--- src/rtl/thb_pkg.sv ---
// Shared types and constants for the timestamped history buffer.
// Holds the command and status codes, the sequencer state type and the frame record.
// No dependencies; every other file of the block imports this package.
package thb_pkg;

	// Default ring depth in frames.
	localparam int DEPTH_DEF = 64;

	// Fixed field widths at the ports.
	localparam int TIME_W   = 32;
	localparam int TAG_W    = 32;
	localparam int CMD_W    = 3;
	localparam int STATUS_W = 3;
	localparam int COUNT_W  = 7;

	// Command codes of a request.
	localparam logic [CMD_W-1:0] CMD_PUSH    = 3'd0;
	localparam logic [CMD_W-1:0] CMD_NEAREST = 3'd1;
	localparam logic [CMD_W-1:0] CMD_WINDOW  = 3'd2;
	localparam logic [CMD_W-1:0] CMD_NEXT    = 3'd3;
	localparam logic [CMD_W-1:0] CMD_ALL     = 3'd4;
	localparam logic [CMD_W-1:0] CMD_CLEAR   = 3'd5;

	// Status codes of a result.
	localparam logic [STATUS_W-1:0] STAT_FOUND    = 3'd0;
	localparam logic [STATUS_W-1:0] STAT_NONE     = 3'd1;
	localparam logic [STATUS_W-1:0] STAT_PUSHED   = 3'd2;
	localparam logic [STATUS_W-1:0] STAT_PUSH_OVF = 3'd3;
	localparam logic [STATUS_W-1:0] STAT_REJECT   = 3'd4;
	localparam logic [STATUS_W-1:0] STAT_CLEARED  = 3'd5;

	// One stored frame: timestamp and tag side by side in the memory.
	typedef struct packed {
		logic [TIME_W-1:0] frame_time;
		logic [TAG_W-1:0]  frame_tag;
	} frame_t;

	// Sequencer states.
	typedef enum logic [3:0] {
		S_IDLE,
		S_PUSH,
		S_EV_CHECK,
		S_EV_WAIT,
		S_SRCH,
		S_CMP,
		S_NEAR_B,
		S_NEAR_A,
		S_RANGE,
		S_EMIT,
		S_REPLY
	} thb_state_t;

endpackage

--- src/rtl/thb_frame_mem.sv ---
// Frame store of the history buffer: one write port and one registered read port.
// Each entry holds a timestamp and a tag as one frame_t word.
// Depends on thb_pkg for the frame record type.
module thb_frame_mem
	import thb_pkg::*;
#(
	parameter int DEPTH = DEPTH_DEF,
	localparam int AW   = $clog2(DEPTH)
) (
	input  logic          clk,
	input  logic          wr_en,
	input  logic [AW-1:0] wr_addr,
	input  frame_t        wr_data,
	input  logic          rd_en,
	input  logic [AW-1:0] rd_addr,
	output frame_t        rd_data
);

	frame_t mem [DEPTH];
	frame_t rd_data_q;

	// Write port.
	always_ff @(posedge clk) begin
		if (wr_en) begin
			mem[wr_addr] <= wr_data;
		end
	end

	// Read port; the data holds until the next read.
	always_ff @(posedge clk) begin
		if (rd_en) begin
			rd_data_q <= mem[rd_addr];
		end
	end

	assign rd_data = rd_data_q;

endmodule

--- config.mk ---
export PLATFORM = sky130hd
export DESIGN_NAME = thb_frame_mem
export DESIGN_NICKNAME = d
export VERILOG_FILES = /design/src/rtl/thb_pkg.sv /design/src/rtl/thb_frame_mem.sv
export SDC_FILE = /design/constraint.sdc
export NUM_CORES = 2
export LEC_CHECK = 0
export BUFFER_PORTS_ARGS = -buffer_cell sky130_fd_sc_hd__buf_2
export CAP_MARGIN = 40
export CORE_MARGIN = 3
export CORE_UTILIZATION = 40
export DETAILED_ROUTE_END_ITERATION = 8
export PLACE_DENSITY = 0.54
export SLEW_MARGIN = 10
export SYNTH_ARGS = -nofsm -noshare
export SYNTH_HDL_FRONTEND = slang
export SYNTH_SLANG_ARGS = --single-unit
export TNS_END_PERCENT = 100
--- constraint.sdc ---
create_clock -name clk -period 6.5 [get_ports clk]
set_clock_uncertainty 0.2 [all_clocks]
set_input_delay 0.325 -clock clk [delete_from_list [all_inputs] [get_ports clk]]
set_output_delay 0.325 -clock clk [all_outputs]
set_load 0.1 [all_outputs]
# Word level (Yosys, flattened, before mapping)

Memory sizes are Yosys's and may differ from the RTL's. A register that Yosys moved wholly into a read port is not among the register bits.
Cells that the tools add are included.

Register bits after elaboration: 0
RAM bits: 4,096
Logic and storage cells: 3
Memories kept: 1

Muxes and demuxes: 2

Memory list:

| name | depth | width | rd ports | clocked after memory_dff | write ports | RTL line            | text |
|---|---|---|---|---|---|---|---|
| mem  | 64    | 64    | 1        | 1                        | 1           | thb_frame_mem.sv:19 | `frame_t mem [DEPTH];` |

Operators with widths:

| kind   | count |
|---|---|
| $mux 1 | 2 |

# Logic depth before layout (Yosys ltp)

Word-level depth: 2
Depth in mapped cells: 9
Mapped depth without buffers: 5

# Worst setup path before layout

No wires, ideal clock.

Path type: input-to-reg
From: input port wr_addr[3]
To: memory mem[48][0] in the netlist's numbering, enable pin
Data arrival time: 5.197 ns
Slack: 0.539 ns
Stages: 4
Buffers on the path: 1
Path through: clkbuf_1 -> nor2b_1 -> nand4b_1 -> nor3_1

RTL lines:

| element     | RTL line            | text |
|---|---|---|
| from (decl) | thb_frame_mem.sv:12 | `input logic [AW-1:0] wr_addr,` |
| to (decl)   | thb_frame_mem.sv:19 |  |

No word-level cell before the write port.

# Worst setup path in the final report

From: input port wr_en
To: memory mem[38][30] in the netlist's numbering, enable pin

Cells in the longest elaborated chain, start to end: 2

RTL lines:

| element                      | RTL line            | text |
|---|---|---|
| from (decl)                  | thb_frame_mem.sv:11 | `input logic wr_en,` |
| $mux 1                       | thb_frame_mem.sv:24 | `if (wr_en) begin` |
| $mux 1 (implied by the code) | thb_frame_mem.sv:25 | `mem[wr_addr] <= wr_data;` |

Every way passes these cells.

==> impl_metrics.ini <==
[synth]
ys_types = 32
async_flop_share = 0
ys_seq_area_frac = 0.796
synth-xor-area-share = 0
synthesis.nets = 6677
synthSimpleGateAreaFrac = 0.0123
synth-compound-area-share = 0.0247
syn-cell-area_mm2 = 0.157
synth_top_area_frac = 0.796
synthMuxAreaShare = 0.156
yosysTopAreaCell = edfxtp_1
ys.flop_type = edfxtp_1
syn_inst = 6598
synth-edff-count = 4160
synthAdderAreaFrac = 0
post-synth-top-count-cell = edfxtp_1
synth_area_per_cell_um2 = 23.8
yosysWarnings = 0
synth_area_leaders = edfxtp_1, mux4_2, mux2i_1, a22oi_1, buf_2
ys_top_cells_by_count = edfxtp_1, mux4_2, buf_2, a22oi_1, clkbuf_1
synth_top_family_by_area = multiplexers
ys_ff_latch = 4160

[power_and_ir_drop]
power.density_mw_per_mm2 = 313
leakage_nw = 56.7
ir_drop_mv = 0.238

[final_layout]
syn_to_final_growth_pct = 16.1
fillers = 31700
stdcell_count = 12800
nets = 7290
postLayoutCellArea_mm2 = 0.182
utilization = 0.467
drive_above_1_share = 0.288

[floorplan]
std_cell_rows = 229
fp.dieW_um = 632
initial_core_util = 0.403
die_y_um = 632
coreArea_mm2 = 0.390
die-area_mm2 = 0.400
ios = 143

[clock_tree]
cts_resized = 0
root_buffer = clkbuf_16
cts_tree = yes
clk_path_buf_depth = 4
clk_latency_ns = 0.99
cts_buffers = 429
cts.reportedPaths.clkPinSlew_ns = 0.06
numClockSinks = 4160
htreeDepth = 5

[drt]
ant_nets = 0
wl_um = 469000
drt-initial-drc-count = 10200
drc = 0
firstDrtPassIters = 6
num_vias = 76800
vias_per_cell = 6.01
routedWlPerCell_um = 36.7

[min_path]
hold_path.class = input pin to flop

[critical_path]
critPathMaxFanout = 27
crit_arrival_ns = 3.78
cp.required_ns = 6.88
critPathCaptureType = flop
critPathKind = input pin to flop
critPathLaunchType = input pin

[global_routing]
grt_pass1_wl_um = 647000
antenna_found_initial = 50
first_global_vias = 77700
grt_usage = 0.233
grt_overflow = 0
grt_max_degree = 107

[placement]
place.port_buffers = 142
gp_congestion = 0.773
hpwl_um = 252000
post-place-ws_ns = 2.45
dpl-instance-area_mm2 = 0.167
dp_cells = 11900

[flow_run]
cap_violations = 0

[timing]
hold_violations = 0
tightestPinTransition_ns = 0.986
finalWorstSetupSlack_ns = 3.10
fin_crit_sh = 0.523
setup_viol = 0
max_freq_mhz = 294
fin_setup_tns_ns = 0
slew_headroom = 0.343
drv_slew = 0
rsz0062_at_grt = false
fin_crit_ns = 3.40

[run_status]
outcome = completed
worst max-delay path, cell delays in order:
cell and delay, ns:
dlygate4sd3_1 0.62, buf_2 0.20, nor2b_1 0.27, nand3_1 0.64, nor2_4 0.92, buf_4 0.67
routing by layer:
metal | share of wire | up-vias | track usage | wire, um
met4 | 0.025 | 4 | 0.0562 | 11800
met2 | 0.48 | 3506 | 0.375 | 225000
met5 | 0.000055 | - | 0 | 26
met3 | 0.074 | 613 | 0.0330 | 34900
met1 | 0.42 | 42800 | 0.337 | 196000
li1 | - | 29900 | - | -
through the flow:
| step | total power, mW | hold WS (ns) |
|---|---|---|
| 4_1_cts | 57.5 | 0.00541 |
| 5_1_grt | 58.7 | 0.00829 |
| 2_1_floorplan | 32.1 | 0.224 |
| 3_5_place_dp | 33.4 | 0.385 |
| 3_3_place_gp | 33.3 | 0.704 |
| 6_report | 57.1 | 0.0249 |
cell type report:
| cell class | count | area [um2] | share of cell area |
|---|---|---|---|
| Clock buffer | 527 | 11300 | 0.0619 |
| Tap cell | 5197 | 6500 | 0.0357 |
| Clock inverter | 262 | 2410 | 0.0132 |
| Timing Repair Buffer | 552 | 6240 | 0.0343 |
| Inverter | 19 | 71.3 | 0.000391 |
| Antenna cell | 12 | 30.0 | 0.000165 |
| Sequential cell | 4160 | 125000 | 0.685 |
| Multi-Input combinational cell | 2049 | 30800 | 0.169 |
layout by cell type (no fill, tap or decap), types with 3 or more instances in the layout:
| master | count |
|---|---|
| buf_2 | 138 |
| mux4_2 | 1024 |
| nand2_1 | 55 |
| o22ai_1 | 83 |
| buf_16 | 23 |
| mux2i_1 | 135 |
| nand3_1 | 45 |
| a211oi_1 | 61 |
| a2bb2oi_1 | 19 |
| nand2b_1 | 9 |
| buf_12 | 138 |
| clkinv_16 | 3 |
| inv_6 | 7 |
| a41oi_1 | 26 |
| nor2b_1 | 24 |
| bufinv_16 | 40 |
| dlygate4sd3_1 | 85 |
| clkinv_1 | 116 |
| or3_1 | 29 |
| clkbuf_1 | 90 |
| nor2b_4 | 3 |
| edfxtp_1 | 4160 |
| clkinvlp_4 | 6 |
| a22o_1 | 88 |
| inv_16 | 4 |
| clkbuf_16 | 437 |
| diode_2 | 12 |
| nor2_4 | 65 |
| or2_2 | 28 |
| o221ai_1 | 38 |
| a22oi_1 | 168 |
| buf_8 | 6 |
| a31oi_1 | 18 |
| nor2_1 | 47 |
| buf_4 | 162 |
| and3_1 | 64 |
| clkinv_2 | 78 |
| clkinv_8 | 5 |
| inv_1 | 19 |
sequential cells by signal, summed over array words and instances, names as in the netlist:
register  flops
rd_data      64
mem        4096
power by group:
group / internal, mW / total, mW / leakage, nW / switching (mW)
Sequential: 29.8 / 29.9 / 37.5 / 0.116
Combinational: 1.04 / 3.00 / 12.5 / 1.96
Clock: 13.9 / 24.2 / 6.70 / 10.3
Total: 44.7 / 57.1 / 56.7 / 12.4
worst paths after layout:
check	start	to	slack [ns]	cells after the start
max	wr_en	mem[38][30]	3.10	6
max reg2reg	mem[45][47]	rd_data[47]	4.05	5
min reg2reg	mem[36][30]	rd_data[30]	0.70	4
min	wr_data[58]	mem[6][58]	0.02	2
timing repair:
action / CTS / global route
hold buffers: 79 / 6
buffers inserted: 0 / 0
endpoints found under the hold margin: 4225 / 19
cells by family (layout without fill, tap and decap cells):
kind of cell / count (synthesis) / in the layout
flip-flops: 4160 / 4160
multiplexers: 1159 / 1159
AO/OA/AOI/OAI: 504 / 504
buffers and inverters: 389 / 1360
other: 0 / 12
AND/OR/NAND/NOR: 386 / 386
Power figures use the tool's default switching activity.
